==> src/rtl/pts_pkg.sv <==
// Shared types and constants of the periodic task scheduler.
// Used by the controller, the datapath and the top level; depends on nothing.
package pts_pkg;

  typedef enum logic [2:0] {
    MODE_TICK     = 3'd0,
    MODE_SCHED    = 3'd1,
    MODE_CREATE   = 3'd2,
    MODE_DELETE   = 3'd3,
    MODE_ACTIVATE = 3'd4,
    MODE_SUSPEND  = 3'd5,
    MODE_DELAY    = 3'd6
  } mode_t;

  localparam logic [1:0] ST_OK         = 2'd0;
  localparam logic [1:0] ST_REJECT     = 2'd1;
  localparam logic [1:0] ST_NO_HANDLER = 2'd2;

  localparam logic [2:0] IDLE_RESET = 3'd4;

  typedef enum logic [2:0] {
    S_IDLE,
    S_READ,
    S_EXEC,
    S_SCAN,
    S_DONE
  } state_t;

  typedef enum logic [1:0] {
    RD_CMD,
    RD_RUN,
    RD_SCAN
  } rd_src_t;

  typedef struct packed {
    logic [31:0] wake;
    logic [15:0] cnt;
    logic [15:0] per;
  } row_t;

  typedef struct packed {
    logic    load;
    logic    rd_en;
    rd_src_t rd_src;
    logic    exec;
    logic    proc;
    logic    result_load;
  } ctl_cmd_t;

  typedef struct packed {
    mode_t mode;
    logic  pick_hit;
    logic  out_busy;
  } ctl_sts_t;

endpackage

==> src/rtl/pts_ctrl.sv <==
// Controller of the scheduler: sequences accept, slot read, edit, scan and result.
// Depends on pts_pkg; drives the datapath through ctl_cmd_t and reads ctl_sts_t.
module pts_ctrl import pts_pkg::*; #(
  parameter int TASKS = 8,
  localparam int IW = $clog2(TASKS),
  localparam int CW = $clog2(TASKS + 1)
) (
  input  logic           clk,
  input  logic           rst_n,
  input  logic           in_valid,
  output logic           in_ready,
  input  ctl_sts_t       sts,
  output ctl_cmd_t       cmd,
  output logic [IW-1:0]  scan_addr
);

  state_t        state_r, state_nxt;
  logic [CW-1:0] idx_r, idx_nxt;
  logic          pend_r, pend_nxt;

  always_ff @(posedge clk) begin
    if (!rst_n) begin
      state_r <= S_IDLE;
      idx_r   <= '0;
      pend_r  <= 1'b0;
    end else begin
      state_r <= state_nxt;
      idx_r   <= idx_nxt;
      pend_r  <= pend_nxt;
    end
  end

  assign scan_addr = idx_r[IW-1:0];

  always_comb begin
    state_nxt = state_r;
    idx_nxt   = idx_r;
    pend_nxt  = pend_r;
    cmd       = '0;
    in_ready  = 1'b0;
    unique case (state_r)
      S_IDLE: begin
        in_ready = 1'b1;
        if (in_valid) begin
          cmd.load  = 1'b1;
          state_nxt = S_READ;
        end
      end
      S_READ: begin
        cmd.rd_en  = 1'b1;
        cmd.rd_src = (sts.mode == MODE_DELAY) ? RD_RUN : RD_CMD;
        state_nxt  = S_EXEC;
      end
      S_EXEC: begin
        cmd.exec = 1'b1;
        case (sts.mode) inside
          MODE_TICK, MODE_SCHED, MODE_DELAY: begin
            state_nxt = S_SCAN;
            idx_nxt   = '0;
            pend_nxt  = 1'b0;
          end
          default: state_nxt = S_DONE;
        endcase
      end
      S_SCAN: begin
        // Slot i is processed in the cycle that slot i+1 is read.
        cmd.proc   = pend_r;
        cmd.rd_src = RD_SCAN;
        cmd.rd_en  = (idx_r < CW'(TASKS));
        if (pend_r && sts.pick_hit) begin
          state_nxt = S_DONE;
        end else if (!cmd.rd_en) begin
          state_nxt = S_DONE;
        end else begin
          idx_nxt  = idx_r + CW'(1);
          pend_nxt = 1'b1;
        end
      end
      S_DONE: begin
        if (!sts.out_busy) begin
          cmd.result_load = 1'b1;
          state_nxt       = S_IDLE;
        end
      end
      default: state_nxt = S_IDLE;
    endcase
  end

endmodule

==> src/rtl/pts_dp.sv <==
// Datapath of the scheduler: slot table, tick count, current task and result register.
// Depends on pts_pkg; steered by pts_ctrl through ctl_cmd_t.
module pts_dp import pts_pkg::*; #(
  parameter int TASKS = 8,
  localparam int IW = $clog2(TASKS)
) (
  input  logic          clk,
  input  logic          rst_n,
  input  ctl_cmd_t      cmd,
  input  logic [IW-1:0] scan_addr,
  output ctl_sts_t      sts,
  input  logic [2:0]    in_mode,
  input  logic [7:0]    in_task_id,
  input  logic          in_handler_given,
  input  logic [15:0]   in_period,
  input  logic [7:0]    in_first_delay,
  input  logic [15:0]   in_delay_ticks,
  input  logic          cfg_we,
  input  logic [2:0]    cfg_wdata,
  output logic          out_valid,
  input  logic          out_ready,
  output logic [2:0]    out_current_task,
  output logic          out_picked,
  output logic [1:0]    out_status,
  output logic [31:0]   out_tick_now
);

  // Latched input beat.
  mode_t       mode_r;
  logic [7:0]  id_r;
  logic        hnd_r;
  logic [15:0] per_r;
  logic [7:0]  first_r;
  logic [15:0] dly_r;

  // Slot table: flag bits in flops, the wide fields in a one-row-per-slot memory.
  logic [TASKS-1:0] present_r, present_nxt;
  logic [TASKS-1:0] active_r, active_nxt;
  logic [TASKS-1:0] row_vld_r, row_vld_nxt;
  row_t             slot_mem_r [TASKS];
  row_t             rd_data_r;
  logic             rd_vld_r;
  logic [IW-1:0]    row_idx_r;

  logic [31:0]   tick_r, tick_nxt;
  logic [IW-1:0] run_r, run_nxt;
  logic          picked_r, picked_nxt;
  logic [1:0]    status_r, status_nxt;

  logic          out_valid_r;
  logic [2:0]    out_cur_r;
  logic          out_picked_r;
  logic [1:0]    out_status_r;
  logic [31:0]   out_tick_r;

  row_t          row, wr_row;
  logic          wr_en;
  logic          pick_hit;
  logic          id_in, run_in, cmd_present, cmd_ok;
  logic [IW-1:0] cmd_slot, run_slot, rd_addr;

  assign id_in       = (id_r < 8'(TASKS));
  assign run_in      = ({1'b0, run_r} < (IW + 1)'(TASKS));
  assign cmd_slot    = id_in ? id_r[IW-1:0] : '0;
  assign run_slot    = run_in ? run_r : '0;
  assign cmd_present = present_r[cmd_slot];
  assign cmd_ok      = id_in && cmd_present;

  // A row never written reads as all zero.
  assign row = rd_vld_r ? rd_data_r : '0;

  always_comb begin
    case (cmd.rd_src)
      RD_CMD:  rd_addr = cmd_slot;
      RD_RUN:  rd_addr = run_slot;
      RD_SCAN: rd_addr = scan_addr;
      default: rd_addr = '0;
    endcase
  end

  always_comb begin
    present_nxt = present_r;
    active_nxt  = active_r;
    row_vld_nxt = row_vld_r;
    tick_nxt    = tick_r;
    run_nxt     = run_r;
    picked_nxt  = picked_r;
    status_nxt  = status_r;
    wr_en       = 1'b0;
    wr_row      = row;
    pick_hit    = 1'b0;

    if (cmd.load) begin
      picked_nxt = 1'b0;
      status_nxt = ST_OK;
    end

    if (cmd.exec) begin
      case (mode_r)
        MODE_TICK:  tick_nxt = tick_r + 32'd1;
        MODE_SCHED: ;
        MODE_CREATE: begin
          if (!hnd_r) begin
            status_nxt = ST_NO_HANDLER;
          end else if (!id_in || cmd_present) begin
            status_nxt = ST_REJECT;
          end else begin
            present_nxt[cmd_slot] = 1'b1;
            active_nxt[cmd_slot]  = 1'b1;
            wr_row.wake = '0;
            wr_row.cnt  = {8'd0, first_r};
            wr_row.per  = per_r;
            wr_en       = 1'b1;
          end
        end
        MODE_DELETE: begin
          if (!cmd_ok) begin
            status_nxt = ST_REJECT;
          end else begin
            present_nxt[cmd_slot] = 1'b0;
            active_nxt[cmd_slot]  = 1'b0;
            wr_row.per = '0;
            wr_en      = 1'b1;
          end
        end
        MODE_ACTIVATE: begin
          if (!cmd_ok) status_nxt = ST_REJECT;
          else         active_nxt[cmd_slot] = 1'b1;
        end
        MODE_SUSPEND: begin
          if (!cmd_ok) status_nxt = ST_REJECT;
          else         active_nxt[cmd_slot] = 1'b0;
        end
        MODE_DELAY: begin
          if (run_in) begin
            wr_row.wake = tick_r + {16'd0, dly_r};
            wr_en       = 1'b1;
            active_nxt[run_slot] = 1'b0;
          end
        end
        default: status_nxt = ST_REJECT;
      endcase
    end

    if (cmd.proc) begin
      if (active_r[row_idx_r]) begin
        if (row.cnt == 16'd0) begin
          // An active slot at count zero that is no longer present is passed over untouched.
          if (present_r[row_idx_r]) begin
            pick_hit   = 1'b1;
            picked_nxt = 1'b1;
            run_nxt    = row_idx_r;
            wr_row.cnt = row.per;
            wr_en      = 1'b1;
          end
        end else begin
          wr_row.cnt = row.cnt - 16'd1;
          wr_en      = 1'b1;
        end
      end else if (row.wake != 32'd0 && row.wake <= tick_r) begin
        active_nxt[row_idx_r] = 1'b1;
        wr_row.wake = '0;
        wr_en       = 1'b1;
      end
    end

    if (wr_en) row_vld_nxt[row_idx_r] = 1'b1;

    if (cfg_we) run_nxt = IW'(cfg_wdata);
  end

  always_ff @(posedge clk) begin
    if (!rst_n) begin
      present_r   <= '0;
      active_r    <= '0;
      row_vld_r   <= '0;
      tick_r      <= '0;
      run_r       <= IW'(IDLE_RESET);
      out_valid_r <= 1'b0;
    end else begin
      present_r <= present_nxt;
      active_r  <= active_nxt;
      row_vld_r <= row_vld_nxt;
      tick_r    <= tick_nxt;
      run_r     <= run_nxt;
      if (cmd.result_load)  out_valid_r <= 1'b1;
      else if (out_ready)   out_valid_r <= 1'b0;
    end
  end

  always_ff @(posedge clk) begin
    if (wr_en) slot_mem_r[row_idx_r] <= wr_row;
    if (cmd.rd_en) begin
      rd_data_r <= slot_mem_r[rd_addr];
      rd_vld_r  <= row_vld_r[rd_addr];
      row_idx_r <= rd_addr;
    end
  end

  always_ff @(posedge clk) begin
    picked_r <= picked_nxt;
    status_r <= status_nxt;
    if (cmd.load) begin
      mode_r  <= mode_t'(in_mode);
      id_r    <= in_task_id;
      hnd_r   <= in_handler_given;
      per_r   <= in_period;
      first_r <= in_first_delay;
      dly_r   <= in_delay_ticks;
    end
    if (cmd.result_load) begin
      out_cur_r    <= run_r[2:0];
      out_picked_r <= picked_r;
      out_status_r <= status_r;
      out_tick_r   <= tick_r;
    end
  end

  assign sts.mode     = mode_r;
  assign sts.pick_hit = pick_hit;
  assign sts.out_busy = out_valid_r && !out_ready;

  assign out_valid        = out_valid_r;
  assign out_current_task = out_cur_r;
  assign out_picked       = out_picked_r;
  assign out_status       = out_status_r;
  assign out_tick_now     = out_tick_r;

endmodule

==> src/rtl/periodic_task_scheduler_top.sv <==
// Top level of the periodic task scheduler: controller plus datapath.
// Depends on pts_pkg, pts_ctrl and pts_dp.
//
//   Channel  Direction  Handshake            Carries
//   in_      input      in_valid/in_ready    mode, task_id, handler_given, period,
//                                            first_delay, delay_ticks
//   out_     output     out_valid/out_ready  current_task, picked, status, tick_now
//   cfg_     input      cfg_we               idle_task (cfg_wdata)
//
// One beat is worked on at a time. A slot edit runs through the read, exec and done
// states; tick, schedule and delay add a scan before done, the pass that
// reads one slot a cycle from the slot memory (one read and one write port).
// Reset (rst_n low, synchronous) clears the slot flags and tick count and makes
// slot 4 current. A result waiting in the output register does not block the
// next accept; only a second result waits for out_ready.
module periodic_task_scheduler_top import pts_pkg::*; #(
  parameter int TASKS = 8
) (
  input  logic        clk,
  input  logic        rst_n,
  input  logic        in_valid,
  output logic        in_ready,
  input  logic [2:0]  in_mode,
  input  logic [7:0]  in_task_id,
  input  logic        in_handler_given,
  input  logic [15:0] in_period,
  input  logic [7:0]  in_first_delay,
  input  logic [15:0] in_delay_ticks,
  output logic        out_valid,
  input  logic        out_ready,
  output logic [2:0]  out_current_task,
  output logic        out_picked,
  output logic [1:0]  out_status,
  output logic [31:0] out_tick_now,
  input  logic        cfg_we,
  input  logic [2:0]  cfg_wdata
);

  localparam int IW = $clog2(TASKS);

  ctl_cmd_t      cmd;
  ctl_sts_t      sts;
  logic [IW-1:0] scan_addr;

  pts_ctrl #(.TASKS(TASKS)) u_ctrl (
    .clk       (clk),
    .rst_n     (rst_n),
    .in_valid  (in_valid),
    .in_ready  (in_ready),
    .sts       (sts),
    .cmd       (cmd),
    .scan_addr (scan_addr)
  );

  pts_dp #(.TASKS(TASKS)) u_dp (
    .clk              (clk),
    .rst_n            (rst_n),
    .cmd              (cmd),
    .scan_addr        (scan_addr),
    .sts              (sts),
    .in_mode          (in_mode),
    .in_task_id       (in_task_id),
    .in_handler_given (in_handler_given),
    .in_period        (in_period),
    .in_first_delay   (in_first_delay),
    .in_delay_ticks   (in_delay_ticks),
    .cfg_we           (cfg_we),
    .cfg_wdata        (cfg_wdata),
    .out_valid        (out_valid),
    .out_ready        (out_ready),
    .out_current_task (out_current_task),
    .out_picked       (out_picked),
    .out_status       (out_status),
    .out_tick_now     (out_tick_now)
  );

endmodule

==> config.mk <==
export PLATFORM = sky130hd
export DESIGN_NAME = periodic_task_scheduler_top
export DESIGN_NICKNAME = d
export VERILOG_FILES = /design/src/rtl/pts_pkg.sv /design/src/rtl/pts_ctrl.sv /design/src/rtl/pts_dp.sv /design/src/rtl/periodic_task_scheduler_top.sv
export SDC_FILE = /design/constraint.sdc
export NUM_CORES = 1
export LEC_CHECK = 0
export BUFFER_PORTS_ARGS = -buffer_cell sky130_fd_sc_hd__buf_2
export CORE_MARGIN = 2
export CORE_UTILIZATION = 46
export DETAILED_ROUTE_END_ITERATION = 16
export GPL_TIMING_DRIVEN = 0
export HOLD_SLACK_MARGIN = 0.06
export PLACE_DENSITY = 0.59
export SETUP_SLACK_MARGIN = 0.1
export SLEW_MARGIN = 20
export SYNTH_ARGS = -nofsm -noshare
export SYNTH_HDL_FRONTEND = slang
export SYNTH_SLANG_ARGS = --single-unit
==> constraint.sdc <==
create_clock -name clk -period 10.7 [get_ports clk]
set_clock_uncertainty 0.2 [all_clocks]
set_input_delay 2.14 -clock clk [delete_from_list [all_inputs] [get_ports clk]]
set_output_delay 2.14 -clock clk [all_outputs]
set_load 0.03 [all_outputs]
---- Word-level counts from Yosys, hierarchy flattened ----
Memory sizes are Yosys's and may differ from the RTL's. A register that Yosys moved wholly into a read port is not among the register bits.
Index checks and enable logic that the tools add are counted.
storage, ports and cells
  flip-flop bits (word level) ............. 165
  RAM bits ................................ 512
  input port bits ......................... 60
  output and inout port bits .............. 40
  word-level logic and storage cells ...... 198
  memories kept ........................... 1
memories
  memory           words  bits a word  rd ports  clocked after Yosys merged registers in  write ports  line          source
  u_dp.slot_mem_r  8      64           1         1                                        1            pts_dp.sv:40  row_t slot_mem_r [TASKS];
cells by class
  $add $sub $neg .......................... 4
  order comparisons ....................... 10
  eq/ne operators ......................... 21
  mux-type cells .......................... 100
  bitwise logic cells ..................... 9
  reductions and logical operators ........ 30
operators by type and width
  kind                   count
  $mux 64                4
  $mux 8                 11
  $mux 16                5
  $mux 32                2
  $pmux 32 s2            1
  $mux 48                1
  $mux 1                 40
  $mux 3                 11
  $add 32x1->32 const B  1
  $add 32x16->32         1
  $le 32x32->1           1
  $or 8x8->8             4
  $pmux 16 s2            1
  $pmux 8 s4             1
  $reduce_bool 32->1     1
  $and 8x8->8            3
  $logic_not 16->1       1
  $lt 3x4->1 const B     4
  $not 8->8              2
  $pmux 8 s2             1
  $sub 16x1->16 const B  1
  $pmux 3 s5             1
  $reduce_bool 2->1      7
  $bmux 1 s3             4
  other kinds (32)       65

---- Depth between registers and ports, before layout ----
  word-level depth ........................ 15
  mapped depth ............................ 14
  mapped depth without buffers ............ 10

---- Hierarchy ----
A second synthesis with hierarchy kept.
second synthesis, totals
  cells, all modules ...................... 2668
  area, all modules ....................... 32078.3 um^2
modules (own cells, without submodules)
  module    times used  cells an instance  area each (um^2)  seq. area each (um^2)
  pts_dp    1           2609               31524.0           21380.5
  pts_ctrl  1           59                 554.3             160.2

---- Worst setup path before layout ----
No wires, ideal clock.
  path kind ............................... register to register
  start ................................... reg u_dp.rd_vld_r
  end ..................................... mem u_dp.slot_mem_r[2][0] (netlist bit) (enable)
  library setup time ...................... 429 ps
  arrival ................................. 4680 ps
  data required time ...................... 10071 ps
  setup slack ............................. 5390 ps
  stages on the path, launching flop included .. 15
  buffers on the path ..................... 4
  cells stage by stage .................... edfxtp_1 clkbuf_1 clkbuf_1 clkbuf_1 and2_1 ha_1 a211oi_1 nand2_1 o311ai_1 a41oi_1 o21a_1 nor3_2 nand4b_1 buf_2 and3_1
between the ends
  longest elaborated chain between the ends .. 8
ends and longest elaborated chain
  item                                                       line           source
  start, declared                                            pts_dp.sv:42   logic rd_vld_r;
  start signal, assigned                                     pts_dp.sv:195  rd_vld_r <= row_vld_r[rd_addr];
  $mux 64 *                                                  pts_dp.sv:70   assign row = rd_vld_r ? rd_data_r : '0;
  $le 32x32->1 / $reduce_bool 32->1 (equally long branches)  pts_dp.sv:160  end else if (row.wake != 32'd0 && row.wake <= tick_r) begin
  $logic_and 1x1->1                                          pts_dp.sv:160
  $mux 1                                                     pts_dp.sv:160
  $mux 1 *                                                   pts_dp.sv:146  if (active_r[row_idx_r]) begin
  $mux 1 *                                                   pts_dp.sv:145  if (cmd.proc) begin
  $mux 1 *                                                   pts_dp.sv:192  if (wr_en) slot_mem_r[row_idx_r] <= wr_row;
  $mux 1 (implied by the code) *                             pts_dp.sv:192
  end, declared                                              pts_dp.sv:40
Every way passes the cells marked *; elsewhere a longest branch is shown, timed or not.

---- Worst setup path in the final report ----
  start ................................... reg u_dp.rd_vld_r
  end ..................................... mem u_dp.slot_mem_r[5][51] (netlist bit) (enable)
Same word-level chain as after synthesis.

==> summary.md <==
| Metric | Value |
|---|---|
| Status | `finished, final reports clean` |
| Io pins | `100` |
| P_sw | `1.44 mW` |
| Layout Nets | `2,564` |
| Crit-path cells | `clkbuf_1 > clkbuf_1 > clkbuf_1 > and2_1 > ha_1 > nand4_1 > nor4_1 > nand3_1 > o21a_1 > nor3_2 > nand4b_1 > buf_2 > and3_4 > buf_16` |
| Clock tree buffer depth | `3` |
| First-pass GRT wire length | `129,000 um` |
| GP Congestion | `0.890` |
| Worst stage delay on the critical path | `0.78 ns` |
| Syn nets | `2,366` |
| Clk sink count | `741` |
| Gr ovfl total | `0` |
| Initial core utilization | `46.6%` |
| Ys async rst share | `0%` |
| Commonest cells post-synth | `edfxtp_1, mux2i_1, nand2_1, nor2_1, a21oi_1` |
| Slew @ Worst Pin | `1.11 ns` |
| P&R area growth vs syn | `14.7%` |
| Die X-Extent | `271 um` |
| CTS resizes | `0` |
| Worst path most repeated cell | `clkbuf_1` |
| Sum Neg Setup Slack | `0 ns` |
| Hold Crit Class | `flip-flop to flip-flop` |
| Internal power | `4.99 mW` |
| Number of synthesized flops with an enable pin | `670` |
| Crit share post-route | `69.4%` |
| CP endpoint kind | `flip-flop` |
| Antenna-violating nets left | `0` |
| H-tree level count | `3` |
| Total global-route track usage | `23.9%` |
| Number of synthesis warnings | `0` |
| Switching Share | `22.4%` |
| Wire length on met1 | `40,000 um` |
| RSZ-0062 raised after global routing | `no` |
| Placed cells | `3,310` |
| Clk Latency, worst-skew pair | `0.64 ns` |
| Syn_area_per_cell | `14.5 um2` |
| Synth top area share | `61.5%` |
| Family with the most delay on the worst path | `simple AND/OR/NAND/NOR gates` |
| First-pass detailed-route iteration total | `5` |
| P_leak | `15.2 nW` |
| Metal3 WL | `4240 um` |
| Routed wire length | `88,200 um` |
| Uppermost layer routed | `met5` |
| Worst Hold Path Cells | `0` |
| Logic pwr share | `6.0%` |
| Reg power frac | `50.7%` |
| TritonCTS clock tree | `built` |
| Vias in the first global route | `19.8k` |
| Sequential area share after synthesis | `65.8%` |
| Ant diodes | `0` |
| Achievable clock frequency | `135 MHz` |
| Post-Syn Area | `0.0327 mm2` |
| Most common cell in the netlist | `edfxtp_1` |
| Starting DRT DRC Count | `1,792` |
| DR DRC count | `0` |
| Crit path max fanout | `34` |
| # port buffers | `99` |
| Die Ht | `271 um` |
| Slowest CP cell | `clkbuf_1` |
| FP Rows | `97` |
| Final min period | `7.42 ns` |
| WL/cell | `25.5 um` |
| WP buf/inv | `5` |
| Initial antenna violation count | `1` |
| Mapped Cells | `2,254` |
| Setup Crit Path Kind | `flip-flop to flip-flop` |
| CTS Hold Bufs | `0` |
| Final Non-Filler Cells | `3,457` |
| Routed vias/inst | `5.73` |
| Largest net degree at the start of global routing | `37` |
| Final Hold Fails | `0` |
| CP Depth | `14` |
| Ys flop type | `edfxtp_1` |
| Max-cap violations | `0` |
| Clock-pin slew on the worst setup and hold paths | `0.06 ns` |
| Share of layout cells above drive strength 1 | `15.7%` |
| Vias post-DR | `19.8k` |
| CP arrival | `7.53 ns` |
| Worst VDD drop | `135 uV` |
| Root Driver | `clkbuf_16` |
| Netlist cell types | `73` |
| Share of total power in the clock network | `43.2%` |
| PD cells | `171 mW/mm2` |
| # Post-CTS Setup Buffers | `0` |
| Met2 routed WL | `42,000 um` |
| FF+latch count, synth | `741` |
| Critical Path RT | `10.81 ns` |
| Die ar. | `0.0733 mm2` |
| Crit path launch type | `flip-flop` |
| DPL Wire Length | `59,000 um` |
| CTS Buf Count | `79` |
| Area leader, netlist | `edfxtp_1` |
| R2R Setup Slk | `3.28 ns` |
| Ranking of synthesized cells by area | `edfxtp_1, mux2i_1, dfxtp_1` |
| Worst r2r path cells | `14` |
| Count of pins over their slew limit | `0` |
| Rel. slew slack | `26.1%` |
| Final setup viols | `0` |
| Core ar. | `0.0703 mm2` |
==> logic make-up (layout without fill, tap and decap cells) <==
| logic type | Yosys count | count (layout) | synth area share (%) |
|---|---|---|---|
| adders and majority gates | 52 | 52 | 2.01 |
| AOI/OAI and AO/OA | 304 | 304 | 6.11 |
| and+or+nand+nor | 470 | 470 | 7.22 |
| xor gates and xnor gates | 53 | 53 | 1.42 |
| DFF | 741 | 741 | 65.8 |
| buffers and inverters | 163 | 426 | 2.58 |
| muxes | 471 | 471 | 14.8 |
==> worst reg2reg max path, cell delays in order (launching register included) <==
cell	delay [ns]
edfxtp_1	0.63
clkbuf_1	0.71
clkbuf_1	0.69
clkbuf_1	0.79
and2_1	0.25
ha_1	0.17
nand4_1	0.15
nor4_1	0.74
nand3_1	0.16
o21a_1	0.20
nor3_2	0.66
nand4b_1	0.41
buf_2	0.30
and3_4	0.66
buf_16	0.33
==> sequential cells by signal (all words and copies together), names as in the netlist, 4 cells and up, named ones only <==
register	cells
u_dp.slot_mem_r	512
u_dp.id_r	8
u_dp.tick_r	32
u_dp.out_tick_now	32
u_dp.per_r	16
u_dp.active_r	8
u_dp.rd_data_r	64
u_dp.row_vld_r	8
u_dp.dly_r	16
u_dp.first_r	8
u_ctrl.idx_r	4
==> per-stage QoR <==
stage	utilization, %	instance area, um2	setup WS [ns]	power, mW	hold WS [ns]
5_1_grt	53.4	37500	3.02	6.62	0.245
2_1_floorplan	-	32700	5.39	3.54	0.206
3_3_place_gp	48.9	34400	0.855	3.69	0.219
4_1_cts	53.4	37500	3.24	6.47	0.235
6_report	53.4	37500	3.28	6.42	0.232
3_5_place_dp	49.6	34900	3.29	3.70	0.222
==> power groups by stage <==
stage	sequential [mW]	combinational (mW)	clock, mW
6_report	3.26	0.388	2.78
3_5_place_dp	3.32	0.386	0
3_3_place_gp	3.33	0.363	0
4_1_cts	3.26	0.389	2.82
5_1_grt	3.26	0.417	2.94
2_1_floorplan	3.31	0.236	0
==> worst paths after layout <==
kind | from | endpoint
max | u_dp.rd_vld_r | u_dp.slot_mem_r[5][51]
min reg2reg | u_dp.status_r[0] | u_dp.out_status[0]
min | u_dp.status_r[0] | u_dp.out_status[0]
max reg2reg | u_dp.rd_vld_r | u_dp.slot_mem_r[5][51]
==> area by class of cell <==
| type | count | area [um2] |
|---|---|---|
| Multi-Input combinational cell | 1350 | 10400 |
| Inverter | 49 | 186 |
| Timing Repair Buffer | 117 | 908 |
| Clock buffer | 102 | 2170 |
| Sequential cell | 741 | 21500 |
| Tap cell | 940 | 1180 |
| Buffer | 114 | 662 |
| Clock inverter | 44 | 487 |
| Fill cell | 5806 | 32800 |
==> routing by layer <==
layer	global-route usage, %	vias up
met1	33.5	10000
met4	6.31	2
met5	0	-
met3	3.50	127
li1	-	9076
met2	39.2	580
==> cells in the final DEF, fill, tap and decap left out, types with 43 or more instances in the layout <==
master / Yosys / layout
dfxtp_1: 71 / 71
buf_2: 24 / 124
clkbuf_16: 0 / 82
o21ai_0: 43 / 43
nand3_1: 52 / 52
ha_1: 51 / 51
xnor2_1: 45 / 45
mux2i_1: 397 / 397
mux2_2: 68 / 68
a21oi_1: 89 / 88
clkbuf_1: 56 / 71
nand2_1: 120 / 120
inv_1: 47 / 46
nor2_1: 107 / 107
edfxtp_1: 670 / 670
(Power assumes the default switching activity.)
